`src/sv/lrk_pkg.sv`:
```
// Shared types, constants and codes for the LRU-K frame replacer.
package lrk_pkg;

	localparam int MaxFramesDef  = 64;
	localparam int MaxHistoryDef = 15;

	localparam logic [1:0] KIND_ACCESS = 2'd0;
	localparam logic [1:0] KIND_MARK   = 2'd1;
	localparam logic [1:0] KIND_REMOVE = 2'd2;
	localparam logic [1:0] KIND_EVICT  = 2'd3;

	localparam logic [1:0] ST_OK      = 2'd0;
	localparam logic [1:0] ST_INVALID = 2'd1;
	localparam logic [1:0] ST_PINNED  = 2'd2;
	localparam logic [1:0] ST_EMPTY   = 2'd3;

	localparam logic [1:0] REG_FRAMES  = 2'd0;
	localparam logic [1:0] REG_HISTORY = 2'd1;

	// datapath command: what the controller asks of the datapath this cycle
	typedef enum logic [3:0] {
		CMD_NONE,
		CMD_LOAD,       // latch item, read per-frame info
		CMD_SCAN_RD,    // issue list read at scan index
		CMD_SCAN_CHK,   // compare list data at scan index
		CMD_MARK_RD,    // read per-frame info of the list entry
		CMD_MARK_CHK,   // test evictable mark of the list entry
		CMD_SHIFT_RD,   // read entry idx+1
		CMD_SHIFT_WR,   // write entry idx with read data
		CMD_DROP_END,   // length minus one
		CMD_APPEND,     // write frame at tail, length plus one
		CMD_APPLY       // update count / mark / evictable total
	} cmd_t;

	typedef struct packed {
		cmd_t cmd;
		logic sel_old;   // list addressed: 0 young, 1 old
		logic idx_clr;   // clear scan index
	} ctl_t;

	typedef struct packed {
		logic hit;       // scan: entry matches (mark of entry, in pick mode)
		logic at_end;    // scan index reached list length
		logic shift_end; // idx+1 reached length
		logic [1:0] kind;
		logic invalid;
		logic tracked;
		logic marked;
		logic cnt_ge_k;  // count after increment reaches k
		logic k_is_one;
		logic any_evict;
		logic clearing;  // per-frame table being zeroed after reset
	} sts_t;

endpackage

```
`src/sv/lrk_ram.sv`:
```
// Generic single-port RAM with registered read.
module lrk_ram #(
	parameter int Width = 8,
	parameter int Depth = 64
) (
	input  logic                     clk,
	input  logic                     we,
	input  logic [$clog2(Depth)-1:0] addr,
	input  logic [Width-1:0]         wdata,
	output logic [Width-1:0]         rdata
);
	logic [Width-1:0] mem_q [Depth];

	always_ff @(posedge clk) begin
		if (we) mem_q[addr] <= wdata;
		rdata <= mem_q[addr];
	end
endmodule

```
`src/sv/lrk_datapath.sv`:
```
// Datapath: per-frame state, list memories, scan index and lengths.
module lrk_datapath #(
	parameter int MaxFrames  = lrk_pkg::MaxFramesDef,
	parameter int MaxHistory = lrk_pkg::MaxHistoryDef
) (
	input  logic                                clk,
	input  logic                                arst_n,
	input  lrk_pkg::ctl_t                       ctl,
	input  logic                                pick_mode,
	input  logic [1:0]                          in_kind,
	input  logic [7:0]                          in_frame,
	input  logic                                in_mk,
	input  logic [6:0]                          frames_in_use,
	input  logic [3:0]                          history_depth,
	output lrk_pkg::sts_t                       sts,
	output logic [$clog2(MaxFrames)-1:0]        victim,
	output logic [$clog2(MaxFrames+1)-1:0]      ev_total
);
	import lrk_pkg::*;

	localparam int AW = $clog2(MaxFrames);
	localparam int LW = $clog2(MaxFrames + 1);
	localparam int CW = $clog2(MaxHistory + 1);
	localparam int IW = CW + 1;

	logic [LW-1:0] ylen_q, olen_q, evcnt_q, idx_q;
	logic [1:0]    kind_q;
	logic [AW-1:0] frame_q;
	logic          mk_q, invalid_q;
	logic [CW-1:0] k_q;
	logic [AW-1:0] victim_q;
	logic          clr_q;
	logic [AW-1:0] clr_idx_q;

	logic [LW-1:0] len;
	logic [LW-1:0] idx_nx;
	logic          we_y, we_o, we_i;
	logic [AW-1:0] addr;
	logic [AW-1:0] wdata, rd_y, rd_o, rd;
	logic [AW-1:0] iaddr;
	logic [IW-1:0] info_rd, info_wr;   // {mark, count}
	logic [CW-1:0] cnt_f;
	logic          mark_f;
	logic [CW-1:0] k_eff;
	logic [LW-1:0] limit;

	assign len    = ctl.sel_old ? olen_q : ylen_q;
	assign idx_nx = idx_q + LW'(1);
	assign rd     = ctl.sel_old ? rd_o : rd_y;
	assign cnt_f  = info_rd[CW-1:0];
	assign mark_f = info_rd[CW];

	always_comb begin
		addr  = idx_q[AW-1:0];
		wdata = frame_q;
		we_y  = 1'b0;
		we_o  = 1'b0;
		case (ctl.cmd)
			CMD_SHIFT_RD: addr = idx_nx[AW-1:0];
			CMD_SHIFT_WR: begin
				wdata = rd;
				we_y  = !ctl.sel_old;
				we_o  = ctl.sel_old;
			end
			CMD_APPEND: begin
				addr = len[AW-1:0];
				we_y = !ctl.sel_old && (len < LW'(MaxFrames));
				we_o = ctl.sel_old && (len < LW'(MaxFrames));
			end
			default: ;
		endcase
	end

	lrk_ram #(.Width(AW), .Depth(MaxFrames)) u_young (
		.clk(clk), .we(we_y), .addr(addr), .wdata(wdata), .rdata(rd_y));
	lrk_ram #(.Width(AW), .Depth(MaxFrames)) u_old (
		.clk(clk), .we(we_o), .addr(addr), .wdata(wdata), .rdata(rd_o));

	// per-frame info port: follows frame_q unless clearing, loading or reading the mark of a list entry
	always_comb begin
		iaddr   = frame_q;
		we_i    = 1'b0;
		info_wr = '0;
		if (clr_q) begin
			iaddr = clr_idx_q;
			we_i  = 1'b1;
		end else begin
			case (ctl.cmd)
				CMD_LOAD:    iaddr = in_frame[AW-1:0];
				CMD_MARK_RD: iaddr = rd;
				CMD_APPLY: begin
					we_i = 1'b1;
					case (kind_q)
						KIND_ACCESS: begin
							if (cnt_f == '0) info_wr = {mark_f, CW'(1)};
							else if (cnt_f < k_q) info_wr = {mark_f, cnt_f + CW'(1)};
							else info_wr = {mark_f, cnt_f};
						end
						KIND_MARK: info_wr = {(cnt_f != '0) ? mk_q : mark_f, cnt_f};
						default: info_wr = '0;
					endcase
				end
				default: ;
			endcase
		end
	end

	lrk_ram #(.Width(IW), .Depth(MaxFrames)) u_info (
		.clk(clk), .we(we_i), .addr(iaddr), .wdata(info_wr), .rdata(info_rd));

	always_comb begin
		k_eff = (history_depth == 4'd0) ? CW'(1) : CW'(history_depth);
		if (CW > 4 || MaxHistory < 15)
			if (32'(history_depth) > MaxHistory) k_eff = CW'(MaxHistory);
		limit = (32'(frames_in_use) < MaxFrames) ? LW'(frames_in_use) : LW'(MaxFrames);
	end

	always_ff @(posedge clk) begin
		if (ctl.cmd == CMD_LOAD) begin
			kind_q    <= in_kind;
			frame_q   <= in_frame[AW-1:0];
			mk_q      <= in_mk;
			invalid_q <= (in_kind != KIND_EVICT) &&
			             ({24'd0, in_frame} >= 32'(limit));
			k_q       <= k_eff;
		end else if (ctl.cmd == CMD_MARK_CHK && sts.hit) begin
			frame_q   <= rd;
		end
	end

	always_ff @(posedge clk or negedge arst_n) begin
		if (!arst_n) begin
			ylen_q    <= '0;
			olen_q    <= '0;
			evcnt_q   <= '0;
			idx_q     <= '0;
			victim_q  <= '0;
			clr_q     <= 1'b1;
			clr_idx_q <= '0;
		end else begin
			if (clr_q) begin
				clr_idx_q <= clr_idx_q + AW'(1);
				if (clr_idx_q == AW'(MaxFrames - 1)) clr_q <= 1'b0;
			end
			if (ctl.idx_clr) idx_q <= '0;
			else if ((ctl.cmd == CMD_SCAN_CHK || ctl.cmd == CMD_MARK_CHK) && !sts.hit)
				idx_q <= idx_nx;
			else if (ctl.cmd == CMD_SHIFT_WR) idx_q <= idx_nx;
			if (ctl.cmd == CMD_MARK_CHK && sts.hit) victim_q <= rd;
			if (ctl.cmd == CMD_LOAD) victim_q <= '0;
			if (ctl.cmd == CMD_DROP_END) begin
				if (ctl.sel_old) olen_q <= olen_q - LW'(1);
				else ylen_q <= ylen_q - LW'(1);
			end
			if (ctl.cmd == CMD_APPEND && len < LW'(MaxFrames)) begin
				if (ctl.sel_old) olen_q <= olen_q + LW'(1);
				else ylen_q <= ylen_q + LW'(1);
			end
			if (ctl.cmd == CMD_APPLY) begin
				case (kind_q)
					KIND_ACCESS: ;
					KIND_MARK: begin
						if (cnt_f != '0) begin
							if (mark_f && !mk_q) begin
								if (evcnt_q != '0) evcnt_q <= evcnt_q - LW'(1);
							end else if (!mark_f && mk_q) begin
								evcnt_q <= evcnt_q + LW'(1);
							end
						end
					end
					default: begin
						if (mark_f && evcnt_q != '0) evcnt_q <= evcnt_q - LW'(1);
					end
				endcase
			end
		end
	end

	always_comb begin
		sts.hit       = pick_mode ? mark_f : (rd == frame_q);
		sts.at_end    = (idx_q >= len);
		sts.shift_end = (idx_nx >= len);
		sts.kind      = kind_q;
		sts.invalid   = invalid_q;
		sts.tracked   = (cnt_f != '0);
		sts.marked    = mark_f;
		sts.cnt_ge_k  = ((cnt_f < k_q) ? cnt_f + CW'(1) : cnt_f) >= k_q;
		sts.k_is_one  = (k_q <= CW'(1));
		sts.any_evict = (evcnt_q != '0);
		sts.clearing  = clr_q;
	end

	assign victim   = victim_q;
	assign ev_total = evcnt_q;
endmodule

```
`src/sv/lrk_ctrl.sv`:
```
// Controller: sequences list scans, shifts, drops, appends and the final update.
module lrk_ctrl (
	input  logic          clk,
	input  logic          arst_n,
	input  logic          start,
	input  lrk_pkg::sts_t sts,
	output lrk_pkg::ctl_t ctl,
	output logic          pick_mode,
	output logic          busy,
	output logic          done,
	output logic [1:0]    status
);
	import lrk_pkg::*;

	typedef enum logic [10:0] {
		S_IDLE  = 11'b00000000001,
		S_DEC   = 11'b00000000010,
		S_RD    = 11'b00000000100,
		S_CHK   = 11'b00000001000,
		S_MCHK  = 11'b00000010000,
		S_SHRD  = 11'b00000100000,
		S_SHWR  = 11'b00001000000,
		S_DROP  = 11'b00010000000,
		S_APP   = 11'b00100000000,
		S_APPLY = 11'b01000000000,
		S_DONE  = 11'b10000000000
	} state_t;

	// phase of the operation: which scan is running
	typedef enum logic [2:0] {
		P_FIND_OLD, P_FIND_YOUNG, P_PICK_YOUNG, P_PICK_OLD, P_FORGET_OLD
	} phase_t;

	state_t     state_q, state_d;
	phase_t     ph_q, ph_d;
	logic       sel_q, sel_d;
	logic       app_q, app_d;   // append after drop
	logic       appold_q, appold_d;
	logic [1:0] st_q, st_d;

	always_ff @(posedge clk or negedge arst_n) begin
		if (!arst_n) begin
			state_q  <= S_IDLE;
			ph_q     <= P_FIND_OLD;
			sel_q    <= 1'b0;
			app_q    <= 1'b0;
			appold_q <= 1'b0;
			st_q     <= ST_OK;
		end else begin
			state_q  <= state_d;
			ph_q     <= ph_d;
			sel_q    <= sel_d;
			app_q    <= app_d;
			appold_q <= appold_d;
			st_q     <= st_d;
		end
	end

	always_comb begin
		state_d  = state_q;
		ph_d     = ph_q;
		sel_d    = sel_q;
		app_d    = app_q;
		appold_d = appold_q;
		st_d     = st_q;
		ctl      = '{cmd: CMD_NONE, sel_old: sel_q, idx_clr: 1'b0};
		case (state_q)
			S_IDLE: if (start) begin
				ctl.cmd  = CMD_LOAD;
				state_d  = S_DEC;
			end
			S_DEC: begin
				ctl.idx_clr = 1'b1;
				st_d  = ST_OK;
				app_d = 1'b0;
				state_d = S_RD;
				if (sts.kind == KIND_EVICT) begin
					ph_d = P_PICK_YOUNG; sel_d = 1'b0;
					if (!sts.any_evict) begin st_d = ST_EMPTY; state_d = S_DONE; end
				end else if (sts.invalid) begin
					st_d = ST_INVALID; state_d = S_DONE;
				end else if (sts.kind == KIND_MARK) begin
					state_d = S_APPLY;
				end else if (sts.kind == KIND_REMOVE) begin
					if (!sts.tracked) state_d = S_DONE;
					else if (!sts.marked) begin st_d = ST_PINNED; state_d = S_DONE; end
					else begin ph_d = P_FIND_YOUNG; sel_d = 1'b0; end
				end else begin
					ph_d = P_FIND_OLD; sel_d = 1'b1;
				end
			end
			S_RD: begin
				if (sts.at_end) begin
					ctl.idx_clr = 1'b1;
					case (ph_q)
						P_FIND_OLD: begin ph_d = P_FIND_YOUNG; sel_d = 1'b0; end
						P_FIND_YOUNG: begin
							if (sts.kind == KIND_ACCESS) begin
								app_d = 1'b1; appold_d = sts.k_is_one;
								sel_d = sts.k_is_one; state_d = S_APP;
							end else begin ph_d = P_FORGET_OLD; sel_d = 1'b1; end
						end
						P_PICK_YOUNG: begin ph_d = P_PICK_OLD; sel_d = 1'b1; end
						P_PICK_OLD: begin st_d = ST_EMPTY; state_d = S_DONE; end
						default: state_d = S_APPLY;
					endcase
				end else begin
					ctl.cmd = CMD_SCAN_RD;
					state_d = S_CHK;
				end
			end
			S_CHK: begin
				state_d = S_RD;
				if (pick_mode) begin
					// mark of the entry is read first, tested next cycle
					ctl.cmd = CMD_MARK_RD;
					state_d = S_MCHK;
				end else begin
					ctl.cmd = CMD_SCAN_CHK;
					if (sts.hit) begin
						state_d = S_SHRD;
						if (sts.kind == KIND_ACCESS) begin
							if (ph_q == P_FIND_OLD) begin app_d = 1'b1; appold_d = 1'b1; end
							else if (sts.tracked && sts.cnt_ge_k) begin
								app_d = 1'b1; appold_d = 1'b1;
							end else if (sts.tracked) state_d = S_APPLY;
							else begin
								app_d = 1'b1; appold_d = sts.k_is_one;
								state_d = S_DROP;
							end
						end
					end
				end
			end
			S_MCHK: begin
				ctl.cmd = CMD_MARK_CHK;
				state_d = S_RD;
				if (sts.hit) begin
					ph_d = P_FIND_YOUNG; sel_d = 1'b0;
					ctl.idx_clr = 1'b1;
				end
			end
			S_SHRD: begin
				if (sts.shift_end) state_d = S_DROP;
				else begin ctl.cmd = CMD_SHIFT_RD; state_d = S_SHWR; end
			end
			S_SHWR: begin
				ctl.cmd = CMD_SHIFT_WR;
				state_d = S_SHRD;
			end
			S_DROP: begin
				// untracked stale entry in young list: keep it, just append
				if (!(sts.kind == KIND_ACCESS && !sts.tracked)) ctl.cmd = CMD_DROP_END;
				ctl.idx_clr = 1'b1;
				if (app_q) begin sel_d = appold_q; state_d = S_APP; end
				else if (ph_q == P_FIND_YOUNG) begin ph_d = P_FORGET_OLD; sel_d = 1'b1; state_d = S_RD; end
				else state_d = S_APPLY;
			end
			S_APP: begin
				ctl.cmd = CMD_APPEND;
				state_d = S_APPLY;
			end
			S_APPLY: begin
				ctl.cmd = CMD_APPLY;
				state_d = S_DONE;
			end
			S_DONE: state_d = S_IDLE;
			default: state_d = S_IDLE;
		endcase
	end

	assign pick_mode = (ph_q == P_PICK_YOUNG) || (ph_q == P_PICK_OLD);
	assign busy   = ((state_q != S_IDLE) && (state_q != S_DONE)) || sts.clearing;
	assign done   = (state_q == S_DONE);
	assign status = st_q;
endmodule

```
`src/sv/lru_k_frame_replacer_core.sv`:
```
// LRU-K frame replacer: top level with stream ports and register port.
// One item at a time: invalid ids and empty evicts end after decode, marks after decode and
// the update; list walks read each entry and then compare it (or, while an evict looks for
// a marked frame, read the entry, then its mark, then test the mark). The result waits in an
// output register; the next beat is taken at the edge after the result beat leaves.
// Async active-low reset empties both lists, sets frames_in_use 64 and history_depth 2, then a
// clearing pass zeroes all counts and marks before the first beat is taken.
module lru_k_frame_replacer_core #(
	parameter int MaxFrames  = lrk_pkg::MaxFramesDef,
	parameter int MaxHistory = lrk_pkg::MaxHistoryDef
) (
	input  logic        clk,
	input  logic        arst_n,
	input  logic        s_tvalid,
	output logic        s_tready,
	input  logic [15:0] s_tdata,  // kind[1:0], frame[9:2], make_evictable[10]
	output logic        m_tvalid,
	input  logic        m_tready,
	output logic [15:0] m_tdata,  // status[1:0], evicted_frame[7:2], evictable_total[14:8]
	input  logic        psel,
	input  logic        penable,
	input  logic        pwrite,
	input  logic [2:0]  paddr,
	input  logic [31:0] pwdata,
	output logic [31:0] prdata,
	output logic        pready
);
	import lrk_pkg::*;

	localparam int AW = $clog2(MaxFrames);
	localparam int LW = $clog2(MaxFrames + 1);

	logic [6:0]  frames_q;
	logic [3:0]  hist_q;
	ctl_t        ctl;
	sts_t        sts;
	logic        pick_mode, busy, done, start;
	logic [1:0]  status;
	logic [AW-1:0] victim;
	logic [LW-1:0] ev_total;
	logic        out_v_q;
	logic [15:0] out_q;
	logic        wr_en;

	assign pready = 1'b1;
	assign wr_en  = psel && penable && pwrite;

	always_ff @(posedge clk or negedge arst_n) begin
		if (!arst_n) begin
			frames_q <= 7'd64;
			hist_q   <= 4'd2;
		end else if (wr_en) begin
			if (paddr[2] == REG_HISTORY[0]) hist_q <= pwdata[3:0];
			else frames_q <= pwdata[6:0];
		end
	end

	always_comb begin
		prdata = '0;
		if (paddr[2] == REG_HISTORY[0]) prdata[3:0] = hist_q;
		else prdata[6:0] = frames_q;
	end

	// item taken only while the controller sits idle, no clearing pass runs and no result waits
	assign s_tready = !busy && !done && !out_v_q;
	assign start    = s_tvalid && s_tready;

	lrk_ctrl u_ctrl (
		.clk(clk), .arst_n(arst_n), .start(start), .sts(sts), .ctl(ctl),
		.pick_mode(pick_mode), .busy(busy), .done(done), .status(status));

	lrk_datapath #(.MaxFrames(MaxFrames), .MaxHistory(MaxHistory)) u_dp (
		.clk(clk), .arst_n(arst_n), .ctl(ctl), .pick_mode(pick_mode),
		.in_kind(s_tdata[1:0]), .in_frame(s_tdata[9:2]), .in_mk(s_tdata[10]),
		.frames_in_use(frames_q), .history_depth(hist_q),
		.sts(sts), .victim(victim), .ev_total(ev_total));

	// DONE lasts one cycle, then the controller returns to idle
	always_ff @(posedge clk or negedge arst_n) begin
		if (!arst_n) out_v_q <= 1'b0;
		else if (done) out_v_q <= 1'b1;
		else if (m_tready) out_v_q <= 1'b0;
	end

	always_ff @(posedge clk) begin
		if (done)
			out_q <= {1'b0, 7'(ev_total), (status == ST_OK) ? 6'(victim) : 6'd0, status};
	end

	assign m_tvalid = out_v_q;
	assign m_tdata  = out_q;

	a_total_bound: assert property (@(posedge clk) disable iff (!arst_n)
		32'(ev_total) <= MaxFrames) else $error("evictable total overflow");
	a_no_take_busy: assert property (@(posedge clk) disable iff (!arst_n)
		busy |-> !s_tready) else $error("input taken while busy");
	a_done_out: assert property (@(posedge clk) disable iff (!arst_n)
		done |=> m_tvalid) else $error("result lost");
endmodule
```
`config.mk`:
```
export PLATFORM = sky130hd
export DESIGN_NAME = lru_k_frame_replacer_core
export DESIGN_NICKNAME = d
export VERILOG_FILES = /design/src/sv/lrk_pkg.sv /design/src/sv/lrk_ram.sv /design/src/sv/lrk_datapath.sv /design/src/sv/lrk_ctrl.sv /design/src/sv/lru_k_frame_replacer_core.sv
export SDC_FILE = /design/constraint.sdc
export NUM_CORES = 1
export LEC_CHECK = 0
export ABC_AREA = 1
export BUFFER_PORTS_ARGS = -buffer_cell sky130_fd_sc_hd__buf_2
export CAP_MARGIN = 10
export CORE_ASPECT_RATIO = 0.8
export CORE_UTILIZATION = 57
export DETAILED_ROUTE_END_ITERATION = 12
export PLACE_DENSITY = 0.8
export SLEW_MARGIN = 15
export SYNTH_ARGS = -nofsm -noshare
export SYNTH_HDL_FRONTEND = slang
export SYNTH_SLANG_ARGS = --single-unit
```
`constraint.sdc`:
```
create_clock -name clk -period 7.52 [get_ports clk]
set_input_delay 2.256 -clock clk [delete_from_list [all_inputs] [get_ports clk]]
set_output_delay 2.256 -clock clk [all_outputs]
set_load 0.03 [all_outputs]
```
==> results.toml <==
[status]
status = "complete, no violations"

[pwr]
power_density_nw_per_um2 = 281
p_total_mw = 16.4
peakVddDrop_mv = 0.220
p_leak_nw = 24.7

[detailed_routing]
post_drt_via_cell_ratio = 5.78
dr.max_layer_used = "met5"
finalWirelength_mm = 133
wl_per_cell_microns = 19.6
drc = 0
met2WireLength_mm = 61.6
drtPass1Iterations = 8
drtIter0Drc = 5040
vias = 39200
wl_met3_mm = 15.1
met1Wirelength_mm = 51.1
ant_nets = 0

[cells_and_area]
drive_gt1_frac = 0.0598
multi_input_area_sq_um = 16500
nets = 5555
area_growth_pct = 8.65
final_area_sq_um = 58600
nFillCells = 7061
n_antenna_cell = 0
seqCellArea_sq_um = 35700
layout_commonest_cell = "nand2_1"
most-common-layout-cells = "nand2_1 (2758), edfxtp_1 (1117), nand3_1 (399)"

[clock_tree]
postCtsSetupBuffers = 0
cts.htree.levels = 3
cts.sinks = 1206
cts_root_buffer = "clkbuf_16"
holdBufCountCts = 0
path_clk_slew_ps = 60
clock_latency_ps = 730
cts_tree = "yes"
numCtsBuffers = 109
cts_resized = 0
cts_buffer_depth = 3

[global_routing]
grt_pass1_wl_mm = 206
grt_pass1_vias = 37100
grt_usage = 0.275
grt_antenna_before_repair = 1
grt_overflow = 0
grt_max_degree = 210

[sta]
min_period_over_period = 0.806
fin_tns_setup_ps = 0
skew_ps = 33.4
slew_headroom = 0.236
slew_violations = 0
holdWs_ps = 437
period_needed_ps = 6060
fmax_mhz = 165
hold_violations = 0
rsz0062_at_grt = "false"
setup-violations-final = 0
tightest_slew_ps = 1150

[yosys]
ys_ff_latch = 1206
synth_xor_area_frac = 0.00520
ys_types = 55
async_flop_share = 0.0597
yosys.area_share.simple = 0.264
ys_warn_count = 0
synthAdderAreaFrac = 0.00905
synth-edff-count = 1117
synth_cells = 5521
synth_compound_area_frac = 0.0207
synth_top_family_by_area = "simple AND/OR/NAND/NOR gates"
ys_seq_area_frac = 0.662
avgSynthCellArea_sq_um = 9.77
synth_area_sq_um = 53900
synth_mux_area_frac = 0.000580
synth_top_flop_cell = "edfxtp_1"

[critical_path]
critPathMaxFanout = 83
worstSetupStartpoint = "u_ctrl.sel_q"
worstSetupPathType = "flop to flop"
regToRegStartpoint = "u_ctrl.sel_q"
crit_arrival_ps = 6390
crit_path_end_kind = "flop"
worstPathRequired_ps = 7850
rrSetupSlack_ps = 1460
cp-start-kind = "flop"

[place]
gp_congestion = 0.903
place_hpwl_mm = 75.5
placed_area_sq_um = 55100
portBuffers = 49

[die]
core_sq_um = 93300
floorplan.initialDensity = 0.578
die_w_microns = 346
die_y_microns = 277
pin_count = 109
core.rowCount = 100
die-area_sq_um = 95800

[worst_hold_path]
worstHoldStart = "u_dp.clr_idx_q[5]"
hold_path.class = "flop to flop"

[run]
drv_cap = 0
==> metal layers <==
layer / GRT usage / vias up
met3: 0.0583 / 347
met5: 0 / -
met1: 0.375 / 18400
met2: 0.433 / 2338
li1: - / 18100
met4: 0.110 / 2
==> report_power, final <==
group | internal, mW | switching [mW]
combinational | 0.584 | 2.38
clock | 3.05 | 2.44
sequential | 7.90 | 0.0892
==> cell families (layout without fill, tap and decap cells) <==
| kind of cell | after synthesis | count (layout) |
|---|---|---|
| flip-flops | 1206 | 1206 |
| AO/OA/AOI/OAI | 195 | 195 |
| XOR/XNOR | 32 | 32 |
| adder cells (fa/ha/maj) | 39 | 39 |
| multiplexers | 3 | 3 |
| other | 2 | 27 |
| buffers and inverters | 481 | 484 |
| AND/OR/NAND/NOR | 3563 | 3563 |
==> through the flow <==
step | utilization | setup slack, ps | instances
floorplan | - | 140 | 5546
global placement | 0.590 | 1760 | 6571
detailed placement | 0.590 | 1630 | 6571
CTS | 0.628 | 1590 | 6773
global route | 0.628 | 1220 | 6773
finish | 0.628 | 1460 | 6773
==> final timing paths <==
kind / depth (start not counted) / to
min: 1 / u_dp.clr_q
max in group asynchronous: 2 / u_dp.idx_q[1]
max reg2reg: 16 / u_dp.u_old.mem_q[1][1]
max: 16 / u_dp.u_old.mem_q[1][1]
min in group asynchronous: 1 / u_dp.ev_total[0]
min reg2reg: 1 / u_dp.clr_q
==> critical path, stage by stage (launching register included) <==
cell,delay [ps]
dfrtp_1,360
buf_4,210
inv_1,580
o21ai_0,310
ha_1,370
nand3_1,80
nand2_1,90
nand2_1,60
nand2_1,170
nor2_4,100
nor2_4,330
nand2_8,280
nand2_8,190
buf_4,700
nand3_1,560
buf_4,410
nor3_1,780
==> flip-flops by register name, indices dropped and copies added, names as in the netlist, 7 cells and up, named ones only <==
register and cells:
frames_q 7, m_tdata 15, u_ctrl.state_q 11, u_dp.ev_total 7, u_dp.idx_q 7, u_dp.u_info.mem_q 320
u_dp.u_old.mem_q 384, u_dp.u_young.mem_q 384
==> Yosys cell counts, types with 39 or more instances <==
| cell type | n | area (sq um) |
|---|---|---|
| ha_1 | 39 | 488 |
| nand2_1 | 2759 | 10400 |
| edfxtp_1 | 1117 | 33500 |
| dfrtp_1 | 68 | 1700 |
| nand3_1 | 400 | 2000 |
| buf_2 | 110 | 551 |
| clkbuf_1 | 147 | 552 |
| a21oi_1 | 41 | 205 |
| nor3_1 | 146 | 731 |
| inv_1 | 150 | 563 |
| nor2_1 | 209 | 785 |
| o21ai_0 | 95 | 475 |
==> cell type report <==
type / count / share of cell area
well taps: 1224 / 0.0261
multi-input cells: 3859 / 0.281
clock buffers: 141 / 0.0506
clock inverters: 61 / 0.00895
repair buffers: 115 / 0.0133
flip-flops and latches: 1206 / 0.609
inverters: 167 / 0.0108
No activity file was read; power rests on OpenSTA's default activity.
